### src/rtl/core/cdu_pkg.sv
// Package for the calendar date unit: constants, pipeline stage types and
// the small calendar tables used by the stage modules. No dependencies.
`timescale 1ns / 1ps

package cdu_pkg;

	localparam logic [13:0] FIRST_YEAR  = 14'd1700;
	localparam logic [13:0] LAST_YEAR   = 14'd9999;
	localparam logic [3:0]  FIRST_MONTH = 4'd3;
	localparam logic [3:0]  FEBRUARY    = 4'd2;
	localparam logic [3:0]  DECEMBER    = 4'd12;
	localparam logic [12:0] RECIP_100   = 13'd5243;
	localparam int          RECIP_SHIFT = 19;
	localparam logic [21:0] BASE_DAYS   = 22'd620912;

	typedef struct packed {
		logic [13:0] year;
		logic [6:0]  month;
		logic [6:0]  day;
		logic [26:0] yprod;
		logic        yr_ok;
		logic        mo_ok;
		logic        dy_ok;
		logic        early;
	} s1_t;

	typedef struct packed {
		logic        was_valid;
		logic [13:0] eff_year;
		logic [3:0]  eff_month;
		logic [4:0]  eff_day;
		logic [2:0]  quarter;
		logic        leap;
		logic [8:0]  day_of_year;
		logic [13:0] next_year;
		logic [3:0]  next_month;
		logic [4:0]  next_day;
		logic        at_last_date;
	} info_t;

	typedef struct packed {
		info_t       info;
		logic [13:0] yy;
		logic [26:0] yyprod;
		logic [8:0]  doym;
	} s2_t;

	typedef struct packed {
		info_t       info;
		logic [21:0] days;
	} s3_t;

	function automatic logic [4:0] month_len(input logic [3:0] m, input logic lp);
		logic [4:0] len;
		case (m)
			4'd1:    len = 5'd31;
			4'd2:    len = lp ? 5'd29 : 5'd28;
			4'd3:    len = 5'd31;
			4'd4:    len = 5'd30;
			4'd5:    len = 5'd31;
			4'd6:    len = 5'd30;
			4'd7:    len = 5'd31;
			4'd8:    len = 5'd31;
			4'd9:    len = 5'd30;
			4'd10:   len = 5'd31;
			4'd11:   len = 5'd30;
			4'd12:   len = 5'd31;
			default: len = 5'd0;
		endcase
		return len;
	endfunction

	function automatic logic [8:0] days_before(input logic [3:0] m);
		logic [8:0] n;
		case (m)
			4'd1:    n = 9'd0;
			4'd2:    n = 9'd31;
			4'd3:    n = 9'd59;
			4'd4:    n = 9'd90;
			4'd5:    n = 9'd120;
			4'd6:    n = 9'd151;
			4'd7:    n = 9'd181;
			4'd8:    n = 9'd212;
			4'd9:    n = 9'd243;
			4'd10:   n = 9'd273;
			4'd11:   n = 9'd304;
			4'd12:   n = 9'd334;
			default: n = 9'd0;
		endcase
		return n;
	endfunction

	// Days from March 1 to the first of the month, in a year that starts in March.
	function automatic logic [8:0] march_offset(input logic [3:0] m);
		logic [8:0] n;
		case (m)
			4'd3:    n = 9'd0;
			4'd4:    n = 9'd31;
			4'd5:    n = 9'd61;
			4'd6:    n = 9'd92;
			4'd7:    n = 9'd122;
			4'd8:    n = 9'd153;
			4'd9:    n = 9'd184;
			4'd10:   n = 9'd214;
			4'd11:   n = 9'd245;
			4'd12:   n = 9'd275;
			4'd1:    n = 9'd306;
			4'd2:    n = 9'd337;
			default: n = 9'd0;
		endcase
		return n;
	endfunction

	function automatic logic [2:0] quarter_of(input logic [3:0] m);
		logic [2:0] q;
		case (m)
			4'd1, 4'd2, 4'd3:    q = 3'd1;
			4'd4, 4'd5, 4'd6:    q = 3'd2;
			4'd7, 4'd8, 4'd9:    q = 3'd3;
			4'd10, 4'd11, 4'd12: q = 3'd4;
			default:             q = 3'd0;
		endcase
		return q;
	endfunction

endpackage

### src/rtl/core/cdu_in_if.sv
// Input channel of the calendar date unit: valid/ready handshake and one date word.
// Depends on nothing.
`timescale 1ns / 1ps

interface cdu_in_if;
	logic        valid;
	logic        ready;
	logic [13:0] year;
	logic [6:0]  month;
	logic [6:0]  day;

	modport source (output valid, output year, output month, output day, input ready);
	modport sink (input valid, input year, input month, input day, output ready);
endinterface

### src/rtl/core/cdu_out_if.sv
// Output channel of the calendar date unit: valid/ready handshake and one result word.
// Depends on nothing.
`timescale 1ns / 1ps

interface cdu_out_if;
	logic        valid;
	logic        ready;
	logic        was_valid;
	logic [13:0] eff_year;
	logic [3:0]  eff_month;
	logic [4:0]  eff_day;
	logic [2:0]  quarter;
	logic        leap;
	logic [8:0]  day_of_year;
	logic [2:0]  weekday_num;
	logic [13:0] next_year;
	logic [3:0]  next_month;
	logic [4:0]  next_day;
	logic        at_last_date;

	modport source (output valid, output was_valid, output eff_year, output eff_month,
		output eff_day, output quarter, output leap, output day_of_year,
		output weekday_num, output next_year, output next_month, output next_day,
		output at_last_date, input ready);
	modport sink (input valid, input was_valid, input eff_year, input eff_month,
		input eff_day, input quarter, input leap, input day_of_year,
		input weekday_num, input next_year, input next_month, input next_day,
		input at_last_date, output ready);
endinterface

### src/rtl/core/cdu_front.sv
// Stage one: range checks on the raw date and the year's quotient product by 100.
// Depends on cdu_pkg and cdu_in_if.
`timescale 1ns / 1ps

module cdu_front (
	input  logic            clk,
	input  logic            arst_n,
	input  logic            adv,
	cdu_in_if.sink          din,
	output logic            vld_s1,
	output cdu_pkg::s1_t    data_s1
);

	cdu_pkg::s1_t nxt;

	assign din.ready = adv;

	always_comb begin
		nxt.year  = din.year;
		nxt.month = din.month;
		nxt.day   = din.day;
		nxt.yprod = 27'(din.year) * 27'(cdu_pkg::RECIP_100);
		nxt.yr_ok = (din.year >= cdu_pkg::FIRST_YEAR) && (din.year <= cdu_pkg::LAST_YEAR);
		nxt.mo_ok = (din.month >= 7'd1) && (din.month <= 7'(cdu_pkg::DECEMBER));
		nxt.dy_ok = (din.day != 7'd0);
		nxt.early = (din.year == cdu_pkg::FIRST_YEAR) && (din.month < 7'(cdu_pkg::FIRST_MONTH));
	end

	always_ff @(posedge clk or negedge arst_n) begin
		if (!arst_n) begin
			vld_s1 <= 1'b0;
		end else if (adv) begin
			vld_s1 <= din.valid;
		end
	end

	always_ff @(posedge clk) begin
		if (adv) begin
			data_s1 <= nxt;
		end
	end

endmodule

### src/rtl/core/cdu_date.sv
// Stage two: leap rule, validity, effective date, day of year, next date and the March-based year terms.
// Depends on cdu_pkg.
`timescale 1ns / 1ps

module cdu_date (
	input  logic            clk,
	input  logic            arst_n,
	input  logic            adv,
	input  logic            vld_s1,
	input  cdu_pkg::s1_t    data_s1,
	output logic            vld_s2,
	output cdu_pkg::s2_t    data_s2
);

	cdu_pkg::s2_t nxt;
	logic [6:0]   cent;
	logic [13:0]  rem;
	logic         leap_raw;
	logic [4:0]   len_raw;
	logic         ok;
	logic [13:0]  ey;
	logic [3:0]   em;
	logic [4:0]   ed;
	logic         lp;
	logic [4:0]   elen;

	always_comb begin
		cent     = data_s1.yprod[25:cdu_pkg::RECIP_SHIFT];
		rem      = data_s1.year - 14'(cent) * 14'd100;
		leap_raw = (data_s1.year[1:0] == 2'd0) && ((rem != 14'd0) || (cent[1:0] == 2'd0));
		len_raw  = cdu_pkg::month_len(data_s1.month[3:0], leap_raw);
		ok       = data_s1.yr_ok && data_s1.mo_ok && data_s1.dy_ok && !data_s1.early
			&& (data_s1.day <= 7'(len_raw));

		ey   = ok ? data_s1.year : cdu_pkg::FIRST_YEAR;
		em   = ok ? data_s1.month[3:0] : cdu_pkg::FIRST_MONTH;
		ed   = ok ? data_s1.day[4:0] : 5'd1;
		lp   = ok && leap_raw;
		elen = cdu_pkg::month_len(em, lp);

		nxt.info.was_valid   = ok;
		nxt.info.eff_year    = ey;
		nxt.info.eff_month   = em;
		nxt.info.eff_day     = ed;
		nxt.info.quarter     = cdu_pkg::quarter_of(em);
		nxt.info.leap        = lp;
		nxt.info.day_of_year = cdu_pkg::days_before(em) + 9'(ed)
			+ 9'(lp && (em > cdu_pkg::FEBRUARY));

		nxt.info.at_last_date = 1'b0;
		if (ed < elen) begin
			nxt.info.next_year  = ey;
			nxt.info.next_month = em;
			nxt.info.next_day   = ed + 5'd1;
		end else if (em < cdu_pkg::DECEMBER) begin
			nxt.info.next_year  = ey;
			nxt.info.next_month = em + 4'd1;
			nxt.info.next_day   = 5'd1;
		end else if (ey < cdu_pkg::LAST_YEAR) begin
			nxt.info.next_year  = ey + 14'd1;
			nxt.info.next_month = 4'd1;
			nxt.info.next_day   = 5'd1;
		end else begin
			nxt.info.next_year    = ey;
			nxt.info.next_month   = em;
			nxt.info.next_day     = ed;
			nxt.info.at_last_date = 1'b1;
		end

		// January and February belong to the previous March-based year.
		nxt.yy     = ey - 14'(em <= cdu_pkg::FEBRUARY);
		nxt.yyprod = 27'(nxt.yy) * 27'(cdu_pkg::RECIP_100);
		nxt.doym   = cdu_pkg::march_offset(em) + 9'(ed) - 9'd1;
	end

	always_ff @(posedge clk or negedge arst_n) begin
		if (!arst_n) begin
			vld_s2 <= 1'b0;
		end else if (adv) begin
			vld_s2 <= vld_s1;
		end
	end

	always_ff @(posedge clk) begin
		if (adv) begin
			data_s2 <= nxt;
		end
	end

endmodule

### src/rtl/core/cdu_weekday.sv
// Stages three and four: day count since 1700-03-01, its remainder by seven,
// and the output register. Depends on cdu_pkg and cdu_out_if.
`timescale 1ns / 1ps

module cdu_weekday (
	input  logic            clk,
	input  logic            arst_n,
	input  logic            adv,
	input  logic            vld_s2,
	input  cdu_pkg::s2_t    data_s2,
	cdu_out_if.source       dout
);

	cdu_pkg::s3_t  nxt3;
	cdu_pkg::s3_t  data_s3;
	logic          vld_s3;
	logic [6:0]    cc;
	logic [22:0]   total;
	logic [23:0]   pad;
	logic [5:0]    fold1;
	logic [3:0]    fold2;
	logic [2:0]    rem7;
	cdu_pkg::info_t info_s4;
	logic [2:0]    wd_s4;
	logic          vld_s4;

	always_comb begin
		cc    = data_s2.yyprod[25:cdu_pkg::RECIP_SHIFT];
		total = 23'(data_s2.yy) * 23'd365 + 23'(data_s2.yy[13:2]) + 23'(cc[6:2])
			+ 23'(data_s2.doym) - 23'(cc) - 23'(cdu_pkg::BASE_DAYS);
		nxt3.info = data_s2.info;
		nxt3.days = total[21:0];
	end

	// Eight is one more than seven, so three-bit digits sum to the same remainder.
	always_comb begin
		pad   = {2'b00, data_s3.days};
		fold1 = 6'd0;
		for (int i = 0; i < 8; i++) begin
			fold1 = fold1 + 6'(pad[3*i +: 3]);
		end
		fold2 = 4'(fold1[5:3]) + 4'(fold1[2:0]);
		if (fold2 >= 4'd14) begin
			rem7 = 3'd0;
		end else if (fold2 >= 4'd7) begin
			rem7 = 3'(fold2 - 4'd7);
		end else begin
			rem7 = fold2[2:0];
		end
	end

	always_ff @(posedge clk or negedge arst_n) begin
		if (!arst_n) begin
			vld_s3 <= 1'b0;
			vld_s4 <= 1'b0;
		end else if (adv) begin
			vld_s3 <= vld_s2;
			vld_s4 <= vld_s3;
		end
	end

	always_ff @(posedge clk) begin
		if (adv) begin
			data_s3 <= nxt3;
			info_s4 <= data_s3.info;
			wd_s4   <= rem7 + 3'd1;
		end
	end

	assign dout.valid        = vld_s4;
	assign dout.was_valid    = info_s4.was_valid;
	assign dout.eff_year     = info_s4.eff_year;
	assign dout.eff_month    = info_s4.eff_month;
	assign dout.eff_day      = info_s4.eff_day;
	assign dout.quarter      = info_s4.quarter;
	assign dout.leap         = info_s4.leap;
	assign dout.day_of_year  = info_s4.day_of_year;
	assign dout.weekday_num  = wd_s4;
	assign dout.next_year    = info_s4.next_year;
	assign dout.next_month   = info_s4.next_month;
	assign dout.next_day     = info_s4.next_day;
	assign dout.at_last_date = info_s4.at_last_date;

endmodule

### src/rtl/core/calendar_date_unit.sv
// Top level of the calendar date unit: four-stage pipeline from a date word to
// its calendar result word. Depends on cdu_pkg, cdu_in_if, cdu_out_if and the stage modules.
//
//   channel | dir | handshake     | word
//   din     | in  | valid / ready | year, month, day
//   dout    | out | valid / ready | was_valid .. at_last_date
//
// A word passes the stage registers s1 to s4 on its way to dout; one word can enter
// every cycle while dout does not stall. The pipeline moves as one: every stage
// advances when the output register is empty or its word is taken, so a stall on
// dout holds all stages and din.ready falls. Reset clears only the stage valid bits.
`timescale 1ns / 1ps

module calendar_date_unit (
	input  logic        clk,
	input  logic        arst_n,
	cdu_in_if.sink      din,
	cdu_out_if.source   dout
);

	logic         adv;
	logic         vld_s1;
	logic         vld_s2;
	cdu_pkg::s1_t data_s1;
	cdu_pkg::s2_t data_s2;

	assign adv = !dout.valid || dout.ready;

	cdu_front u_front (
		.clk     (clk),
		.arst_n  (arst_n),
		.adv     (adv),
		.din     (din),
		.vld_s1  (vld_s1),
		.data_s1 (data_s1)
	);

	cdu_date u_date (
		.clk     (clk),
		.arst_n  (arst_n),
		.adv     (adv),
		.vld_s1  (vld_s1),
		.data_s1 (data_s1),
		.vld_s2  (vld_s2),
		.data_s2 (data_s2)
	);

	cdu_weekday u_weekday (
		.clk     (clk),
		.arst_n  (arst_n),
		.adv     (adv),
		.vld_s2  (vld_s2),
		.data_s2 (data_s2),
		.dout    (dout)
	);

endmodule

### src/flat_wrapper.sv
// flat-port wrapper written by rule: the top's interface ports become plain ports
module calendar_date_unit_flat 
  (clk, arst_n, din_valid, din_year, din_month, din_day, din_ready, dout_valid, dout_was_valid, dout_eff_year, dout_eff_month, dout_eff_day, dout_quarter, dout_leap, dout_day_of_year, dout_weekday_num, dout_next_year, dout_next_month, dout_next_day, dout_at_last_date, dout_ready);
  cdu_in_if din_i ();
  cdu_out_if dout_i ();
  input  logic clk;
  input  logic arst_n;
  input wire logic [$bits(din_i.valid)-1:0] din_valid;
  input wire logic [$bits(din_i.year)-1:0] din_year;
  input wire logic [$bits(din_i.month)-1:0] din_month;
  input wire logic [$bits(din_i.day)-1:0] din_day;
  output wire logic [$bits(din_i.ready)-1:0] din_ready;
  output wire logic [$bits(dout_i.valid)-1:0] dout_valid;
  output wire logic [$bits(dout_i.was_valid)-1:0] dout_was_valid;
  output wire logic [$bits(dout_i.eff_year)-1:0] dout_eff_year;
  output wire logic [$bits(dout_i.eff_month)-1:0] dout_eff_month;
  output wire logic [$bits(dout_i.eff_day)-1:0] dout_eff_day;
  output wire logic [$bits(dout_i.quarter)-1:0] dout_quarter;
  output wire logic [$bits(dout_i.leap)-1:0] dout_leap;
  output wire logic [$bits(dout_i.day_of_year)-1:0] dout_day_of_year;
  output wire logic [$bits(dout_i.weekday_num)-1:0] dout_weekday_num;
  output wire logic [$bits(dout_i.next_year)-1:0] dout_next_year;
  output wire logic [$bits(dout_i.next_month)-1:0] dout_next_month;
  output wire logic [$bits(dout_i.next_day)-1:0] dout_next_day;
  output wire logic [$bits(dout_i.at_last_date)-1:0] dout_at_last_date;
  input wire logic [$bits(dout_i.ready)-1:0] dout_ready;
  assign din_i.valid = din_valid;
  assign din_i.year = din_year;
  assign din_i.month = din_month;
  assign din_i.day = din_day;
  assign din_ready = din_i.ready;
  assign dout_valid = dout_i.valid;
  assign dout_was_valid = dout_i.was_valid;
  assign dout_eff_year = dout_i.eff_year;
  assign dout_eff_month = dout_i.eff_month;
  assign dout_eff_day = dout_i.eff_day;
  assign dout_quarter = dout_i.quarter;
  assign dout_leap = dout_i.leap;
  assign dout_day_of_year = dout_i.day_of_year;
  assign dout_weekday_num = dout_i.weekday_num;
  assign dout_next_year = dout_i.next_year;
  assign dout_next_month = dout_i.next_month;
  assign dout_next_day = dout_i.next_day;
  assign dout_at_last_date = dout_i.at_last_date;
  assign dout_i.ready = dout_ready;
  calendar_date_unit u_core (.clk(clk), .arst_n(arst_n), .din(din_i), .dout(dout_i));
endmodule
### config.mk
export PLATFORM = sky130hd
export DESIGN_NAME = calendar_date_unit_flat
export DESIGN_NICKNAME = d
export VERILOG_FILES = /design/src/rtl/core/cdu_pkg.sv /design/src/rtl/core/cdu_in_if.sv /design/src/rtl/core/cdu_out_if.sv /design/src/rtl/core/cdu_front.sv /design/src/rtl/core/cdu_date.sv /design/src/rtl/core/cdu_weekday.sv /design/src/rtl/core/calendar_date_unit.sv /design/src/flat_wrapper.sv
export SDC_FILE = /design/constraint.sdc
export NUM_CORES = 1
export LEC_CHECK = 0
export ABC_AREA = 1
export ABC_CLOCK_PERIOD_IN_PS = 15000
export BUFFER_PORTS_ARGS = -buffer_cell sky130_fd_sc_hd__buf_2
export CORE_MARGIN = 5
export CORE_UTILIZATION = 43
export DETAILED_ROUTE_END_ITERATION = 7
export PLACE_DENSITY_LB_ADDON = 0.2
export SYNTH_ARGS = -nofsm -noshare
export SYNTH_HDL_FRONTEND = slang
export SYNTH_SLANG_ARGS = --single-unit
export TNS_END_PERCENT = 100
### constraint.sdc
create_clock -name clk -period 15 [get_ports clk]
set_input_delay 3 -clock clk [delete_from_list [all_inputs] [get_ports clk]]
set_output_delay 3 -clock clk [all_outputs]
set_load 0.01 [all_outputs]
==> results.json <==
{
  "cp_max_fo": 14,
  "rsz0062_at_grt": "no",
  "die_w_um": 248,
  "numCtsBuffers": 31,
  "cpPeakStageDelay_ns": 0.57,
  "drtPass1Iterations": 7,
  "post_dp_cell_area_sq_mm": 0.0257,
  "ant_nets": 0,
  "drv_cap": 0,
  "core-area_sq_mm": 0.0563,
  "synthCells": 2258,
  "clk_latency_ns": 0.59,
  "synth_area_leader_cell": "edfxtp_1",
  "slew_viol_final": 0,
  "min_to": "u_core.u_weekday.data_s3[43]",
  "dpl.hpwl_mm": 42.4,
  "synth_top_cell_area_share": 0.338,
  "cts_hold_buf": 0,
  "skew_ns": 0.0141,
  "synth_edf_count": 274,
  "synth_area_leaders": "edfxtp_1 34%, ha_1 20%, fa_1 18%, inv_1 8.2%, nand2_1 4.3%",
  "synth-seq-cells": 278,
  "finalCritPeriodShare": 0.823,
  "cts_tree": "yes",
  "vias": 15300,
  "synthArstFlopShare": 0.0144,
  "synth_nets": 2910,
  "wl_per_cell_um": 16.0,
  "post_cts_resized": 0,
  "antenna_found_initial": 0,
  "r2r_slack_ns": 2.66,
  "grt_start_max_net_pins": 78,
  "grt_pass1_wl_mm": 82.8,
  "r2r-end": "u_core.u_date.data_s2[34]",
  "yosysWarnings": 0,
  "row_count": 87,
  "track_usage": 0.167,
  "n_antenna_cell": 0,
  "hp-class": "reg2reg",
  "syn_area_per_cell_sq_um": 10.8,
  "slew_headroom": 0.354,
  "io_pins": 98,
  "drc": 0,
  "portBuffers": 97,
  "initial_core_util": 0.433,
  "post_cts_buffers": 0,
  "drt-initial-drc-count": 508,
  "finalHoldViolCount": 0,
  "setup_tns_ns": 0,
  "synth_area_sq_mm": 0.0243,
  "worst_pin_slew_ns": 0.966,
  "clk_path_buf_depth": 3,
  "cp-end-kind": "register",
  "cpMostUsedCell": "nand2_1",
  "outcome": "complete, no violations",
  "dieArea_sq_mm": 0.0615,
  "viasPerCell": 4.83,
  "cpMaxStageDelayCell": "fa_1",
  "arrival_ns": 12.66,
  "path_class": "reg2reg",
  "grt_overflow_total": 0,
  "period_needed_ns": 12.34,
  "ys_seq_area_frac": 0.342,
  "setup_viol": 0,
  "grt_pass1_vias": 16000,
  "stdcell_area_sq_mm": 0.0268,
  "fin_nets": 3036,
  "syn_to_final_growth_pct": 10.1,
  "gp_congestion": 0.920,
  "htree_levels": 1,
  "fp.dieH_um": 248,
  "clock.fmax_mhz": 81.0,
  "hold_depth": 0,
  "cts_root_buf": "clkbuf_16",
  "hp-start": "u_core.u_date.data_s2[71]",
  "yosysUniqueCellTypes": 61,
  "cp.required_ns": 15.32,
  "cp-start-kind": "register",
  "numClockSinks": 278,
  "synth_flop_cell": "edfxtp_1",
  "wirelength_mm": 50.5,
  "rr_worst_depth": 62,
  "layout-drive-gt1-share": 0.0885,
  "r2r_start": "u_core.u_front.data_s1[25]",
  "cts.reportedPaths.clkPinSlew_ns": 0.07
}
## synth_stat cells (3+ instances only)
master and n:
a211oi_1 6, a21boi_0 4, a21o_1 3, a21oi_1 84, a31oi_1 8, buf_2 3, buf_6 5, dfrtp_1 4
edfxtp_1 274, fa_1 222, ha_1 398, inv_1 531, inv_2 9, nand2_1 279, nand2_2 5, nand2_4 4
nand3_1 52, nand3_4 3, nand4_1 22, nor2_1 81, nor2_2 7, nor2_4 3, nor2_8 7, nor3_1 11
nor4_1 4, o211ai_1 5, o21a_1 6, o21ai_0 56, o21ai_1 26, o21bai_1 7, o22ai_1 3, xnor2_1 29
xor2_1 61, xor2_2 3
## stage by stage
step                      setup slack [ns]  hold slack (ns)  utilization  instances
after CTS                             2.60            0.412        0.476       3163
after global routing                  1.63            0.418        0.476       3163
after global placement                2.97            0.403        0.457       3107
after detailed placement              2.65            0.405        0.457       3107
final                                 2.66            0.412        0.476       3163
after floorplan                       3.05            0.400            -       2258
## cell type report
cell class	instances	area, sq um
clock buffer	32	779
clock inverter	24	299
fill	5187	29500
inverter	543	2040
multi-input combinational	1427	13900
sequential	278	8330
tap	756	946
timing repair buffer	103	531
## cell families after synthesis
logic type | Yosys count | synth area share
buffers and inverters | 553 | 0.0878
flip-flops | 278 | 0.342
adder cells (fa/ha/maj) | 620 | 0.387
AO/OA/AOI/OAI | 222 | 0.0516
XOR/XNOR | 93 | 0.0344
AND/OR/NAND/NOR | 492 | 0.0970
## worst max path at each step
| stage | start | slack [ns] | to | cells past startpoint |
|---|---|---|---|---|
| finish | u_core.u_front.data_s1[25] | 2.66 | u_core.u_date.data_s2[34] | 62 |
| floorplan | dout_ready | 3.05 | din_ready | 2 |
| global placement | u_core.u_front.data_s1[25] | 2.97 | u_core.u_date.data_s2[34] | 64 |
| CTS | u_core.u_front.data_s1[25] | 2.60 | u_core.u_date.data_s2[34] | 62 |
| detailed placement | u_core.u_front.data_s1[25] | 2.65 | u_core.u_date.data_s2[34] | 64 |
| global route | u_core.u_front.data_s1[25] | 1.63 | u_core.u_date.data_s2[34] | 62 |
## per-layer routing
layer / global-route usage / share of wire / vias to the layer above
met1: 0.230 / 0.45 / 7358
met4: 0.0490 / 0.032 / 0
met3: 0.0213 / 0.038 / 81
met5: 0 / 0 / -
met2: 0.280 / 0.48 / 262
li1: - / - / 7590
## placed cells by master, fill, tap and decap left out, drive strengths merged, types with 2 or more instances in the layout
| cell type | netlist | final |
|---|---|---|
| inv | 541 | 548 |
| ha | 398 | 398 |
| nand2 | 290 | 290 |
| edfxtp | 274 | 274 |
| fa | 222 | 222 |
| buf | 9 | 103 |
| nor2 | 98 | 98 |
| a21oi | 85 | 85 |
| o21ai | 82 | 82 |
| xor2 | 64 | 64 |
| nand3 | 57 | 57 |
| clkbuf | 1 | 32 |
| xnor2 | 29 | 29 |
| nand4 | 24 | 24 |
| nor3 | 14 | 14 |
| clkinv | 2 | 12 |
| a31oi | 8 | 8 |
| o21bai | 8 | 8 |
| o21a | 6 | 6 |
| a211oi | 6 | 6 |
| nor4 | 6 | 6 |
| o211ai | 5 | 5 |
| bufinv | 0 | 5 |
| a21boi | 5 | 5 |
| dfrtp | 4 | 4 |
| a21o | 3 | 3 |
| o22ai | 3 | 3 |
| o31ai | 2 | 2 |
| o221ai | 2 | 2 |
| clkinvlp | 0 | 2 |
## critical path: cells and delay by family (launching register included)
kind | cells | cell delay [ns]
flip-flops | 1 | 0.43
buffers and inverters | 9 | 0.94
adder cells (fa/ha/maj) | 15 | 5.37
XOR/XNOR | 4 | 1.03
AND/OR/NAND/NOR | 25 | 2.94
AO/OA/AOI/OAI | 9 | 1.39
## sequential cells by signal, indices dropped and copies added, names as in the netlist, 4 cells and up
name	flops
u_core.u_date.data_s2	91
u_core.u_front.data_s1	36
u_core.u_weekday.data_s3	83
u_core.u_weekday.dout.day_of_year	9
u_core.u_weekday.dout.eff_day	5
u_core.u_weekday.dout.eff_month	4
u_core.u_weekday.dout.eff_year	14
u_core.u_weekday.dout.next_day	5
u_core.u_weekday.dout.next_month	4
u_core.u_weekday.dout.next_year	14
Power is left out: the tool's default activity adds up to more than one toggle a clock period on the data nets, which glitch-free logic cannot reach.
